**config.mk**
```make
export PLATFORM = sky130hd
export DESIGN_NAME = proportional_position_drive_core
export DESIGN_NICKNAME = d
export VERILOG_FILES = /design/src/rtl/core/ppd_pkg.sv /design/src/rtl/core/ppd_mul.sv /design/src/rtl/core/ppd_div.sv /design/src/rtl/core/proportional_position_drive_core.sv
export SDC_FILE = /design/constraint.sdc
export NUM_CORES = 1
export LEC_CHECK = 0
export ABC_AREA = 1
export BUFFER_PORTS_ARGS = -buffer_cell sky130_fd_sc_hd__clkbuf_2
export CORE_MARGIN = 3
export CORE_UTILIZATION = 65
export DETAILED_ROUTE_END_ITERATION = 8
export MAX_ROUTING_LAYER = met4
export PLACE_DENSITY = 0.91
export SYNTH_ARGS = -nofsm -noshare
export SYNTH_HDL_FRONTEND = slang
export SYNTH_SLANG_ARGS = --single-unit
```
**constraint.sdc**
```tcl
create_clock -name aclk -period 12.5 [get_ports aclk]
set_clock_uncertainty 0.2 [all_clocks]
set_input_delay 1.875 -clock aclk [delete_from_list [all_inputs] [get_ports aclk]]
set_output_delay 1.875 -clock aclk [all_outputs]
set_load 0.005 [all_outputs]
```
**src/rtl/core/ppd_pkg.sv**
```systemverilog
// Shared types and constants for the proportional position drive.
`default_nettype none

package ppd_pkg;

    localparam int POS_W   = 10;
    localparam int PCT_W   = 7;
    localparam int DUTY_W  = 8;
    localparam int KIND_W  = 2;
    localparam int CIDX_W  = 2;
    localparam int CDATA_W = 10;

    // Serial arithmetic widths: 8-bit multiplier operand, 10-bit multiplicand,
    // 18-bit product (255 * 1023 < 2^18), 10-bit divisor.
    localparam int MUL_A_W = 8;
    localparam int MUL_B_W = 10;
    localparam int PROD_W  = 18;
    localparam int DEN_W   = 10;
    localparam int MCNT_W  = $clog2(MUL_A_W);
    localparam int DCNT_W  = $clog2(PROD_W);

    localparam logic [KIND_W-1:0] REQ_SAMPLE = 2'd0;
    localparam logic [KIND_W-1:0] REQ_RAW    = 2'd1;
    localparam logic [KIND_W-1:0] REQ_PCT    = 2'd2;
    localparam logic [KIND_W-1:0] REQ_STOP   = 2'd3;

    localparam logic [CIDX_W-1:0] REG_RANGE_MIN = 2'd0;
    localparam logic [CIDX_W-1:0] REG_RANGE_MAX = 2'd1;
    localparam logic [CIDX_W-1:0] REG_PWM_BASE  = 2'd2;

    localparam logic [POS_W-1:0]  RANGE_MIN_RST = 10'd0;
    localparam logic [POS_W-1:0]  RANGE_MAX_RST = 10'd1023;
    localparam logic [DUTY_W-1:0] PWM_BASE_RST  = 8'd128;

    localparam logic [DUTY_W-1:0] DUTY_FULL = 8'd255;
    localparam logic [PCT_W-1:0]  PCT_LIMIT = 7'd100;
    localparam logic [DEN_W-1:0]  PCT_DIV   = 10'd100;

    typedef struct packed {
        logic [KIND_W-1:0] req_type;
        logic [POS_W-1:0]  position_sample;
        logic [POS_W-1:0]  target_position;
        logic [PCT_W-1:0]  target_percent;
    } in_item_t;

    typedef struct packed {
        logic              forward_drive;
        logic              reverse_drive;
        logic [DUTY_W-1:0] pwm_duty;
        logic              target_active;
    } out_item_t;

    typedef enum logic [4:0] {
        ST_IDLE = 5'b00001,
        ST_PREP = 5'b00010,
        ST_MUL  = 5'b00100,
        ST_DIV  = 5'b01000,
        ST_FIN  = 5'b10000
    } state_t;

    typedef enum logic [1:0] {
        ACT_NONE,
        ACT_HALT,
        ACT_GOAL,
        ACT_DRIVE
    } action_t;

endpackage

`default_nettype wire

```
**src/rtl/core/ppd_mul.sv**
```systemverilog
// Bit-serial shift-add multiplier, one multiplier bit per cycle.
`default_nettype none

module ppd_mul (
    input  wire                          aclk,
    input  wire                          aresetn,
    input  wire                          start,
    input  wire  [ppd_pkg::MUL_A_W-1:0]  mul_a,
    input  wire  [ppd_pkg::MUL_B_W-1:0]  mul_b,
    output logic                         done,
    output logic [ppd_pkg::PROD_W-1:0]   product
);
    import ppd_pkg::*;

    logic [MUL_A_W-1:0] a_sh_reg;
    logic [PROD_W-1:0]  b_sh_reg;
    logic [PROD_W-1:0]  acc_reg;
    logic [MCNT_W-1:0]  cnt_reg;
    logic               run_reg;
    logic               done_reg;

    always_ff @(posedge aclk) begin
        if (!aresetn) begin
            run_reg  <= 1'b0;
            done_reg <= 1'b0;
            cnt_reg  <= '0;
        end else begin
            done_reg <= 1'b0;
            if (start) begin
                run_reg <= 1'b1;
                cnt_reg <= '0;
            end else if (run_reg) begin
                cnt_reg <= cnt_reg + 1'b1;
                if (cnt_reg == MCNT_W'(MUL_A_W - 1)) begin
                    run_reg  <= 1'b0;
                    done_reg <= 1'b1;
                end
            end
        end
    end

    always_ff @(posedge aclk) begin
        if (start) begin
            a_sh_reg <= mul_a;
            b_sh_reg <= PROD_W'(mul_b);
            acc_reg  <= '0;
        end else if (run_reg) begin
            if (a_sh_reg[0]) begin
                acc_reg <= acc_reg + b_sh_reg;
            end
            a_sh_reg <= a_sh_reg >> 1;
            b_sh_reg <= b_sh_reg << 1;
        end
    end

    assign done    = done_reg;
    assign product = acc_reg;

endmodule

`default_nettype wire

```
**src/rtl/core/ppd_div.sv**
```systemverilog
// Restoring bit-serial divider, one quotient bit per cycle.
`default_nettype none

module ppd_div (
    input  wire                         aclk,
    input  wire                         aresetn,
    input  wire                         start,
    input  wire  [ppd_pkg::PROD_W-1:0]  num,
    input  wire  [ppd_pkg::DEN_W-1:0]   den,
    output logic                        done,
    output logic [ppd_pkg::PROD_W-1:0]  quotient
);
    import ppd_pkg::*;

    logic [PROD_W-1:0] num_sh_reg;
    logic [PROD_W-1:0] quo_reg;
    logic [DEN_W-1:0]  rem_reg;
    logic [DCNT_W-1:0] cnt_reg;
    logic              run_reg;
    logic              done_reg;

    logic [DEN_W:0]    trial;
    logic [DEN_W:0]    diff;
    logic              fits;

    always_comb begin
        trial = {rem_reg, num_sh_reg[PROD_W-1]};
        diff  = trial - {1'b0, den};
        fits  = (trial >= {1'b0, den});
    end

    always_ff @(posedge aclk) begin
        if (!aresetn) begin
            run_reg  <= 1'b0;
            done_reg <= 1'b0;
            cnt_reg  <= '0;
        end else begin
            done_reg <= 1'b0;
            if (start) begin
                run_reg <= 1'b1;
                cnt_reg <= '0;
            end else if (run_reg) begin
                cnt_reg <= cnt_reg + 1'b1;
                if (cnt_reg == DCNT_W'(PROD_W - 1)) begin
                    run_reg  <= 1'b0;
                    done_reg <= 1'b1;
                end
            end
        end
    end

    // Remainder stays below den, so it always fits in DEN_W bits.
    always_ff @(posedge aclk) begin
        if (start) begin
            num_sh_reg <= num;
            quo_reg    <= '0;
            rem_reg    <= '0;
        end else if (run_reg) begin
            num_sh_reg <= num_sh_reg << 1;
            quo_reg    <= {quo_reg[PROD_W-2:0], fits};
            rem_reg    <= fits ? diff[DEN_W-1:0] : trial[DEN_W-1:0];
        end
    end

    assign done     = done_reg;
    assign quotient = quo_reg;

endmodule

`default_nettype wire

```
**src/rtl/core/proportional_position_drive_core.sv**
```systemverilog
// Top level of the proportional position drive with deadband.
//
//  channel  dir  handshake              beat contents
//  s_       in   s_valid / s_ready      in_item_t: req_type, sample, raw target, percent
//  m_       out  m_valid / m_ready      out_item_t: fwd, rev, duty, target_active
//  cfg_     in   cfg_valid / cfg_ready  cfg_index (0 min, 1 max, 2 base), cfg_data
//
// Sequencing: one item at a time. Stops, raw targets and samples that need no
// division pass through PREP, FIN, IDLE. Driving samples and percent targets
// pass through PREP, MUL (the multiplier bits, then done), DIV (the quotient
// bits, then done), FIN, IDLE; m_valid is registered out of FIN.
// Reset (aresetn low, synchronous) clears the drive state and loads the
// register defaults. A finished beat waits in FIN while m_ holds the
// previous one; a held m_ beat does not block accepting the next s_ beat.
`default_nettype none

module proportional_position_drive_core #(
    parameter int SAMPLE_BITS = 10
) (
    input  wire                           aclk,
    input  wire                           aresetn,

    input  wire                           s_valid,
    output logic                          s_ready,
    input  ppd_pkg::in_item_t             s_item,

    output logic                          m_valid,
    input  wire                           m_ready,
    output ppd_pkg::out_item_t            m_item,

    input  wire                           cfg_valid,
    output logic                          cfg_ready,
    input  wire  [ppd_pkg::CIDX_W-1:0]    cfg_index,
    input  wire  [ppd_pkg::CDATA_W-1:0]   cfg_data
);
    import ppd_pkg::*;

    // ---------------- configuration registers ----------------
    logic [POS_W-1:0]  min_reg;
    logic [POS_W-1:0]  max_reg;
    logic [DUTY_W-1:0] base_reg;

    assign cfg_ready = 1'b1;

    always_ff @(posedge aclk) begin
        if (!aresetn) begin
            min_reg  <= RANGE_MIN_RST;
            max_reg  <= RANGE_MAX_RST;
            base_reg <= PWM_BASE_RST;
        end else if (cfg_valid) begin
            unique case (cfg_index)
                REG_RANGE_MIN: min_reg  <= cfg_data[POS_W-1:0];
                REG_RANGE_MAX: max_reg  <= cfg_data[POS_W-1:0];
                REG_PWM_BASE:  base_reg <= cfg_data[DUTY_W-1:0];
                default: ;  // unmapped index, write dropped
            endcase
        end
    end

    // ---------------- sample masking ----------------
    // Only the low SAMPLE_BITS bits of the converter word are meaningful.
    logic [POS_W-1:0] sample_in;

    always_comb begin
        for (int i = 0; i < POS_W; i++) begin
            sample_in[i] = (i < SAMPLE_BITS) && s_item.position_sample[i];
        end
    end

    // ---------------- sequencer and item latch ----------------
    state_t            state_reg, state_next;
    action_t           act_reg, act_next;
    logic [KIND_W-1:0] kind_reg;
    logic [POS_W-1:0]  sample_reg;
    logic [POS_W-1:0]  rawt_reg;
    logic [PCT_W-1:0]  pct_reg;
    logic              rev_dir_reg, rev_dir_next;
    logic              neg_reg, neg_next;
    logic [DEN_W-1:0]  den_reg, den_next;

    // drive state
    logic [POS_W-1:0]  goal_reg, goal_next;
    logic              goal_valid_reg, goal_valid_next;
    logic              fwd_reg, fwd_next;
    logic              rev_reg, rev_next;
    logic [DUTY_W-1:0] duty_reg, duty_next;

    // output register
    logic              m_valid_reg, m_valid_next;
    out_item_t         m_item_reg;

    // serial units
    logic               mul_start;
    logic [MUL_A_W-1:0] mul_a;
    logic [MUL_B_W-1:0] mul_b;
    logic               mul_done;
    logic [PROD_W-1:0]  product;
    logic               div_start;
    logic               div_done;
    logic [PROD_W-1:0]  quotient;

    ppd_mul u_mul (
        .aclk    (aclk),
        .aresetn (aresetn),
        .start   (mul_start),
        .mul_a   (mul_a),
        .mul_b   (mul_b),
        .done    (mul_done),
        .product (product)
    );

    ppd_div u_div (
        .aclk     (aclk),
        .aresetn  (aresetn),
        .start    (div_start),
        .num      (product),
        .den      (den_reg),
        .done     (div_done),
        .quotient (quotient)
    );

    assign s_ready   = (state_reg == ST_IDLE);
    assign div_start = (state_reg == ST_MUL) && mul_done;

    // ---------------- PREP: classify the beat ----------------
    logic [POS_W:0]    span;       // signed, max - min
    logic              span_neg;
    logic [POS_W:0]    span_mag;
    logic [POS_W-1:0]  delta;
    logic [15:0]       delta_x50;
    logic              in_deadband;
    logic [PCT_W-1:0]  pct_sat;

    always_comb begin
        span      = {1'b0, max_reg} - {1'b0, min_reg};
        span_neg  = span[POS_W];
        span_mag  = span_neg ? ((POS_W+1)'(0) - span) : span;
        delta     = (sample_reg >= goal_reg) ? (sample_reg - goal_reg)
                                             : (goal_reg - sample_reg);
        // 50 = 32 + 16 + 2
        delta_x50 = (16'(delta) << 5) + (16'(delta) << 4) + (16'(delta) << 1);
        in_deadband = (delta_x50 < 16'(span[POS_W-1:0]));
        pct_sat   = (pct_reg > PCT_LIMIT) ? PCT_LIMIT : pct_reg;
    end

    // ---------------- FIN: new levels ----------------
    logic [DUTY_W:0]   duty_sum;
    logic [DUTY_W-1:0] duty_new;
    logic [POS_W+1:0]  q_signed;
    logic [POS_W+1:0]  t_raw;
    logic [POS_W-1:0]  t_clamped;
    logic              out_free;

    always_comb begin
        duty_sum = {1'b0, base_reg} + {1'b0, quotient[DUTY_W-1:0]};
        if ((|quotient[PROD_W-1:DUTY_W]) || duty_sum[DUTY_W]) begin
            duty_new = DUTY_FULL;
        end else begin
            duty_new = duty_sum[DUTY_W-1:0];
        end

        q_signed = neg_reg ? ((POS_W+2)'(0) - (POS_W+2)'(quotient[POS_W-1:0]))
                           : (POS_W+2)'(quotient[POS_W-1:0]);
        t_raw    = (kind_reg == REQ_PCT) ? ((POS_W+2)'(min_reg) + q_signed)
                                         : (POS_W+2)'(rawt_reg);
        // max test first: in an inverted range a target above range_max settles on range_max, any other on range_min
        if ($signed(t_raw) > $signed((POS_W+2)'(max_reg))) begin
            t_clamped = max_reg;
        end else if ($signed(t_raw) < $signed((POS_W+2)'(min_reg))) begin
            t_clamped = min_reg;
        end else begin
            t_clamped = t_raw[POS_W-1:0];
        end

        out_free = !m_valid_reg || m_ready;
    end

    always_comb begin
        state_next      = state_reg;
        act_next        = act_reg;
        rev_dir_next    = rev_dir_reg;
        neg_next        = neg_reg;
        den_next        = den_reg;
        goal_next       = goal_reg;
        goal_valid_next = goal_valid_reg;
        fwd_next        = fwd_reg;
        rev_next        = rev_reg;
        duty_next       = duty_reg;
        mul_start       = 1'b0;
        mul_a           = '0;
        mul_b           = '0;
        m_valid_next    = m_valid_reg && !m_ready;

        unique case (state_reg)
            ST_IDLE: begin
                if (s_valid) begin
                    state_next = ST_PREP;
                end
            end
            ST_PREP: begin
                state_next = ST_FIN;
                unique case (kind_reg)
                    REQ_SAMPLE: begin
                        if (!goal_valid_reg) begin
                            act_next = ACT_NONE;
                        end else if (span_neg || (span == '0) || in_deadband) begin
                            act_next = ACT_HALT;
                        end else begin
                            act_next     = ACT_DRIVE;
                            mul_start    = 1'b1;
                            mul_a        = DUTY_FULL - base_reg;
                            mul_b        = delta;
                            den_next     = span[POS_W-1:0];
                            rev_dir_next = (sample_reg < goal_reg);
                            state_next   = ST_MUL;
                        end
                    end
                    REQ_RAW: begin
                        act_next = ACT_GOAL;
                    end
                    REQ_PCT: begin
                        // truncation toward zero: divide the magnitude, then sign
                        act_next   = ACT_GOAL;
                        mul_start  = 1'b1;
                        mul_a      = MUL_A_W'(pct_sat);
                        mul_b      = span_mag[POS_W-1:0];
                        den_next   = PCT_DIV;
                        neg_next   = span_neg;
                        state_next = ST_MUL;
                    end
                    REQ_STOP: begin
                        act_next = ACT_HALT;
                    end
                    default: ;
                endcase
            end
            ST_MUL: begin
                if (mul_done) begin
                    state_next = ST_DIV;
                end
            end
            ST_DIV: begin
                if (div_done) begin
                    state_next = ST_FIN;
                end
            end
            ST_FIN: begin
                if (out_free) begin
                    state_next   = ST_IDLE;
                    m_valid_next = 1'b1;
                    unique case (act_reg)
                        ACT_NONE: ;
                        ACT_HALT: begin
                            fwd_next        = 1'b0;
                            rev_next        = 1'b0;
                            duty_next       = '0;
                            goal_valid_next = 1'b0;
                            goal_next       = '0;
                        end
                        ACT_GOAL: begin
                            goal_next       = t_clamped;
                            goal_valid_next = 1'b1;
                        end
                        ACT_DRIVE: begin
                            duty_next = duty_new;
                            fwd_next  = !rev_dir_reg;
                            rev_next  = rev_dir_reg;
                        end
                        default: ;
                    endcase
                end
            end
            default: begin
                state_next = ST_IDLE;
            end
        endcase
    end

    always_ff @(posedge aclk) begin
        if (!aresetn) begin
            state_reg      <= ST_IDLE;
            act_reg        <= ACT_NONE;
            goal_reg       <= '0;
            goal_valid_reg <= 1'b0;
            fwd_reg        <= 1'b0;
            rev_reg        <= 1'b0;
            duty_reg       <= '0;
            m_valid_reg    <= 1'b0;
        end else begin
            state_reg      <= state_next;
            act_reg        <= act_next;
            goal_reg       <= goal_next;
            goal_valid_reg <= goal_valid_next;
            fwd_reg        <= fwd_next;
            rev_reg        <= rev_next;
            duty_reg       <= duty_next;
            m_valid_reg    <= m_valid_next;
        end
    end

    // payload registers
    always_ff @(posedge aclk) begin
        rev_dir_reg <= rev_dir_next;
        neg_reg     <= neg_next;
        den_reg     <= den_next;
        if (s_valid && s_ready) begin
            kind_reg   <= s_item.req_type;
            sample_reg <= sample_in;
            rawt_reg   <= s_item.target_position;
            pct_reg    <= s_item.target_percent;
        end
        if ((state_reg == ST_FIN) && out_free) begin
            m_item_reg.forward_drive <= fwd_next;
            m_item_reg.reverse_drive <= rev_next;
            m_item_reg.pwm_duty      <= duty_next;
            m_item_reg.target_active <= goal_valid_next;
        end
    end

    assign m_valid = m_valid_reg;
    assign m_item  = m_item_reg;

endmodule

`default_nettype wire

```
# Word-level counts from Yosys, hierarchy flattened
# Cells that the tools add are included.
[word_totals] register_bits=211 inputBits=46 out_inout_bits=14 wordCells=178
[op_classes] addsub=14 n_lt_le_gt_ge=7 n_eq_ne=21 muxes=64 bitwise_logic=4 n_reduce_logical=33
[op_table] cell="$mux W10" count=12
[op_table] cell="$mux W8" count=8
[op_table] cell="$pmux W10 S2" count=3
[op_table] cell="$mux W18" count=2
[op_table] cell="$pmux W8 S2" count=2
[op_table] cell="$mux W5" count=6
[op_table] cell="$sub A10 B10 Y10" count=3
[op_table] cell="$pmux W5 S5" count=1
[op_table] cell="$mux W12" count=2
[op_table] cell="$mux W1" count=19
[op_table] cell="$add A18 B18 Y18" count=1
[op_table] cell="$add A15 B14 Y16" count=1
[op_table] cell="$add A16 B11 Y16" count=1
[op_table] cell="$lt A16 B10 Y1" count=1
[op_table] cell="$add A10 B12 Y12" count=1
[op_table] cell="$gt A12 B11 Y1" count=1
[op_table] cell="$lt A12 B11 Y1" count=1
[op_table] cell="$reduce_and A4 Y1" count=3
[op_table] cell="$ge A11 B10 Y1" count=1
[op_table] cell="$logic_not A11 Y1" count=1
[op_table] cell="$sub A1 B10 Y11 const A" count=1
[op_table] cell="$sub A10 B10 Y11" count=1
[op_table] cell="$eq A2 B2 Y1 const B" count=5
[op_table] cell="$eq A5 B5 Y1 const B" count=2
[op_table] cell="32 further kinds" count=64

# Logic depth before layout (Yosys ltp)
[logic_depth] word_depth=11 ltp_mapped=40 mapped_depth_nobuf=38

# Cells and area by module
# A second synthesis with hierarchy kept.
[hier_totals] cells_unflattened=1963 area_unflattened_um2=14566.5
[modules_own_cells] mod="proportional_position_drive_core" instances=1 cells_each=1197 area_per_inst_um2=8904.8 seq_area_each_um2=2702.6
[modules_own_cells] mod="ppd_mul" instances=1 cells_each=409 area_per_inst_um2=2919.0 seq_area_each_um2=1161.1
[modules_own_cells] mod="ppd_div" instances=1 cells_each=357 area_per_inst_um2=2742.6 seq_area_each_um2=1241.2

# Worst setup path before layout
# OpenSTA, ideal clock, no wires.
[synth_path] path_kind="reg-to-reg" startpoint="reg sample_reg[0]" endpoint="reg u_mul.a_sh_reg[0], enable pin" setup_time_ps=434 arrival_time_ps=5432 required_time_ps=11866 setup_slack_ps=6434 path_stages_with_launch=37 n_path_buf=2 period_less_slack_ps=6066 path_cell_list="edfxtp_1 inv_1 ha_1 inv_1 fa_1 nand2_1 nand2_1 nand2_1 o211ai_1 nand2_1 nand3_2 nor2_4 inv_2 buf_6 o21a_2 inv_2 nand2_1 nand2_1 inv_1 ha_1 ha_1 fa_1 nand3_1 nand2_1 xnor2_1 inv_1 ha_1 a211o_1 a21oi_1 nand2_1 nor3_1 nand3_1 nand3_4 inv_2 nand2_4 buf_6 nand3_1"
[synth_via] elab_chain_cells=11 word_cells_on_any_way=13 classes_between="add/sub (4); order compare (2); mux (5); reduce/logical (2)"
[synth_rtl] element="start: declaration" line_no="proportional_position_drive_core.sv:74" rtl="logic [POS_W-1:0] sample_reg;"
[synth_rtl] element="start signal: assignment" line_no="proportional_position_drive_core.sv:308" rtl="sample_reg <= sample_in;"
[synth_rtl] element="$sub A10 B10 Y10 (tied with other cells)" line_no="proportional_position_drive_core.sv:139" rtl=": (goal_reg - sample_reg);"
[synth_rtl] element="$mux W10 (*)" line_no="proportional_position_drive_core.sv:138" rtl="delta = (sample_reg >= goal_reg) ? (sample_reg - goal_reg)"
[synth_rtl] element="$add A15 B14 Y16" line_no="proportional_position_drive_core.sv:141" rtl="delta_x50 = (16'(delta) << 5) + (16'(delta) << 4) + (16'(delta) << 1);"
[synth_rtl] element="$add A16 B11 Y16 (*)" line_no="proportional_position_drive_core.sv:141"
[synth_rtl] element="$lt A16 B10 Y1 (*)" line_no="proportional_position_drive_core.sv:142" rtl="in_deadband = (delta_x50 < 16'(span[POS_W-1:0]));"
[synth_rtl] element="$logic_or A1 B1 Y1 (*)" line_no="proportional_position_drive_core.sv:206" rtl="end else if (span_neg || (span == '0) || in_deadband) begin"
[synth_rtl] element="$mux W1 (*)" line_no="proportional_position_drive_core.sv:206"
[synth_rtl] element="$mux W1 (*)" line_no="proportional_position_drive_core.sv:204" rtl="if (!goal_valid_reg) begin"
[synth_rtl] element="$pmux W1 S2 (*)" line_no="proportional_position_drive_core.sv:202" rtl="unique case (kind_reg)"
[synth_rtl] element="$mux W1 (*)" line_no="proportional_position_drive_core.sv:194" rtl="unique case (state_reg)"
[synth_rtl] element="$reduce_bool A2 Y1 (no source line) (*)"
[synth_rtl] element="end signal: assignment" line_no="ppd_mul.sv:44" rtl="a_sh_reg <= mul_a;"
[synth_rtl] element="end signal: assignment" line_no="ppd_mul.sv:51" rtl="a_sh_reg <= a_sh_reg >> 1;"
[synth_rtl] element="end: declaration" line_no="ppd_mul.sv:15" rtl="logic [MUL_A_W-1:0] a_sh_reg;"
# Mark *: on every way between the ends. The rest lies on a longest branch, timed or not.
# A chain may end at the register's enable or synchronous reset.

# Final worst setup path
[layout_path] startpoint="reg sample_reg[0]" endpoint="reg u_mul.a_sh_reg[2], enable pin"
# The elaborated chain is that of the path after synthesis.

==> impl_metrics.toml <==
[power]
total_power_mw = 2.06
vdd_drop_max_mv = 0.104
power_density_nw_per_um2 = 138
p_leak_nw = 7.14

[yosys]
ys_ff_latch = 211
netlist_area_um2 = 13800
synthesis.nets = 1970
ys_types = 60
yosysTopAreaCellShare_pct = 19.2
synth.top_cells.by_count = "nand2_1, inv_1, a21oi_1"
syn_avg_cell_area_um2 = 7.72
synthCells = 1782
synth_ff_type = "dfxtp_1"
synth.most_common_cell = "nand2_1"
ys_seq_area_share_pct = 37.1
ys_top_cells_by_area = "edfxtp_1, dfxtp_1, ha_1"
async_reset_ff_share_pct = 0
ys_warn_count = 0
synth-edff-count = 88
synth_largest_area_cell = "edfxtp_1"

[timing]
relSlewSlack_pct = 20.5
setup_violations = 0
fin_crit_ps = 6870
tightest_slew_ps = 1190
fin_crit_sh_pct = 55.0
fin_setup_tns_ps = 0
hold_viol = 0
rsz0062_at_grt = "no"
fmax_ghz = 0.146
slew_viol_final = 0

[critical_path]
crit_path_start_kind = "flip-flop"
crit_type = "flip-flop to flip-flop"
endpoint_kind = "flip-flop"
critPathMaxStageDelay_ps = 640
crit_path_frequent_cell = "nand2_1"
cp_data_required_time_ps = 12330
cp_data_arrival_time_ps = 6700
r2r_start = "sample_reg[0]"
r2r_slack_ps = 5630
r2r_end = "u_mul.a_sh_reg[2]"
cp_max_fo = 18
crit_slowest_cell = "nand3_1"
ff2ff_path_depth = 34

[layout]
drive_gt1_share_pct = 7.45
area_delta_synth_final_pct = 8.61
final_util_pct = 72.9
n_antenna_cell = 0
fillers = 1477
fin_nets = 2009

[clock_network]
cts_buffer_depth = 3
clockRootBuffer = "clkbuf_16"
cts_resized = 0
clock_sinks = 211
cts-htree-levels = 1
hold_buffers = 0
cts_setup_buffers = 0
numCtsBuffers = 24
insertion_delay_ps = 520
cts_tree = "built"
path_clk_slew_ps = 60

[grt]
grt_max_degree = 36
grt_first_pass_wirelength_um = 56000
grt_antenna_before_repair = 0
grt.overflow.total = 0
track_usage_pct = 30.8
grt_pass1_vias = 11827

[drt]
drtIter0Drc = 958
detail-route-antenna-nets = 0
via_per_inst = 5.90
via_count = 12435
firstDrtPassIters = 6
wl_per_cell_um = 16.4
drc = 0
drt-total-wl_um = 34700

[place]
hpwlAfterDp_um = 25800
numPortBuffers = 58
place_congestion = 0.962

[worst_hold_path]
whs_endpoint = "rev_reg"
worstHoldPathType = "flip-flop to flip-flop"
hold_path.startpoint = "rev_reg"
holdPathStages = 2

[die]
dieArea_um2 = 23000
placeableCoreArea_um2 = 20500
die_y_um = 151
start_util_pct = 67.1
rows = 52
num_io_pins = 60
die_w_um = 151

[flow_run]
cap_violations = 0

[status]
status = "finished clean"
worst max path at each step:
stage,cells past startpoint,startpoint,slack (ps),end
2_1_floorplan,36,sample_reg[0],6430,u_mul.a_sh_reg[0]
3_3_place_gp,34,sample_reg[0],5890,u_mul.a_sh_reg[4]
3_5_place_dp,34,sample_reg[0],5700,u_mul.a_sh_reg[3]
4_1_cts,34,sample_reg[0],5690,u_mul.a_sh_reg[4]
5_1_grt,34,sample_reg[0],5170,u_mul.a_sh_reg[4]
6_report,34,sample_reg[0],5630,u_mul.a_sh_reg[2]
per-stage QoR:
step | hold slack, ps | cell area (µm²) | setup WS, ps | instances
floorplan | 229 | 13800 | 6430 | 1782
global placement | 250 | 14200 | 5890 | 2065
detailed placement | 264 | 14200 | 5700 | 2065
CTS | 272 | 14900 | 5690 | 2109
global route | 292 | 14900 | 5170 | 2109
finish | 268 | 14900 | 5630 | 2109
worst max-delay path, delay by kind of cell (launching register included):
kind / cells / cell delay, ps
buffers and inverters: 7 / 560
DFF: 1 / 390
adders and majority gates: 6 / 1810
AOI/OAI and AO/OA: 4 / 790
and+or+nand+nor: 16 / 2460
xor gates and xnor gates: 1 / 140
final cells by class:
| class | instances | area, µm² | share of cell area, % |
|---|---|---|---|
| Inverter | 250 | 938 | 6.28 |
| Tap cell | 270 | 338 | 2.26 |
| Timing Repair Buffer | 62 | 320 | 2.14 |
| Clock buffer | 34 | 658 | 4.40 |
| Multi-Input combinational cell | 1272 | 7490 | 50.1 |
| Sequential cell | 211 | 5100 | 34.2 |
| Clock inverter | 10 | 91.3 | 0.611 |
cells in the final DEF (no fill, tap or decap), types with 3 or more instances in the layout:
cell type   count
a211oi_1        6
a21o_1          6
a21oi_1       154
a22oi_1        17
a31oi_1         5
buf_4           4
clkbuf_1        8
clkbuf_16      24
clkbuf_2       58
clkinv_1       11
clkinv_2        3
clkinvlp_4      3
dfxtp_1       123
edfxtp_1       88
fa_1           10
ha_1          132
inv_1         233
inv_2           8
mux2i_1         5
nand2_1       422
nand2_2         3
nand3_1        85
nand3_2         7
nand3b_1        8
nand4_1        24
nor2_1        108
nor3_1         25
nor4_1          3
o211ai_1       14
o21a_1          4
o21ai_0       110
o21ai_1         9
o21bai_1        9
o22ai_1         9
or2_2           9
xnor2_1        19
xor2_1         39
power by group:
part | internal (mW) | leakage [nW] | total [mW] | switching (mW)
combinational | 0.224 | 4.98 | 0.613 | 0.389
sequential | 0.753 | 1.80 | 0.777 | 0.0246
clock | 0.388 | 0.356 | 0.667 | 0.278
per-layer routing:
metal,track usage (%),share of wire [%],vias to the layer above
li1,-,-,6015
met1,38.3,41,5717
met2,51.3,47,580
met3,4.02,8.1,123
met4,12.4,4.1,0
met5,-,0,-
logic make-up after synthesis:
family	count (synthesis)	synth area share [%]
compound gates	358	14.7
xor+xnor	61	4.05
simple gates	705	21.9
fa+ha+maj	142	13.5
mux	5	0.364
buf+inv	299	8.46
flops	211	37.1
other cells	1	0.0273
(Power assumes the default switching activity.)
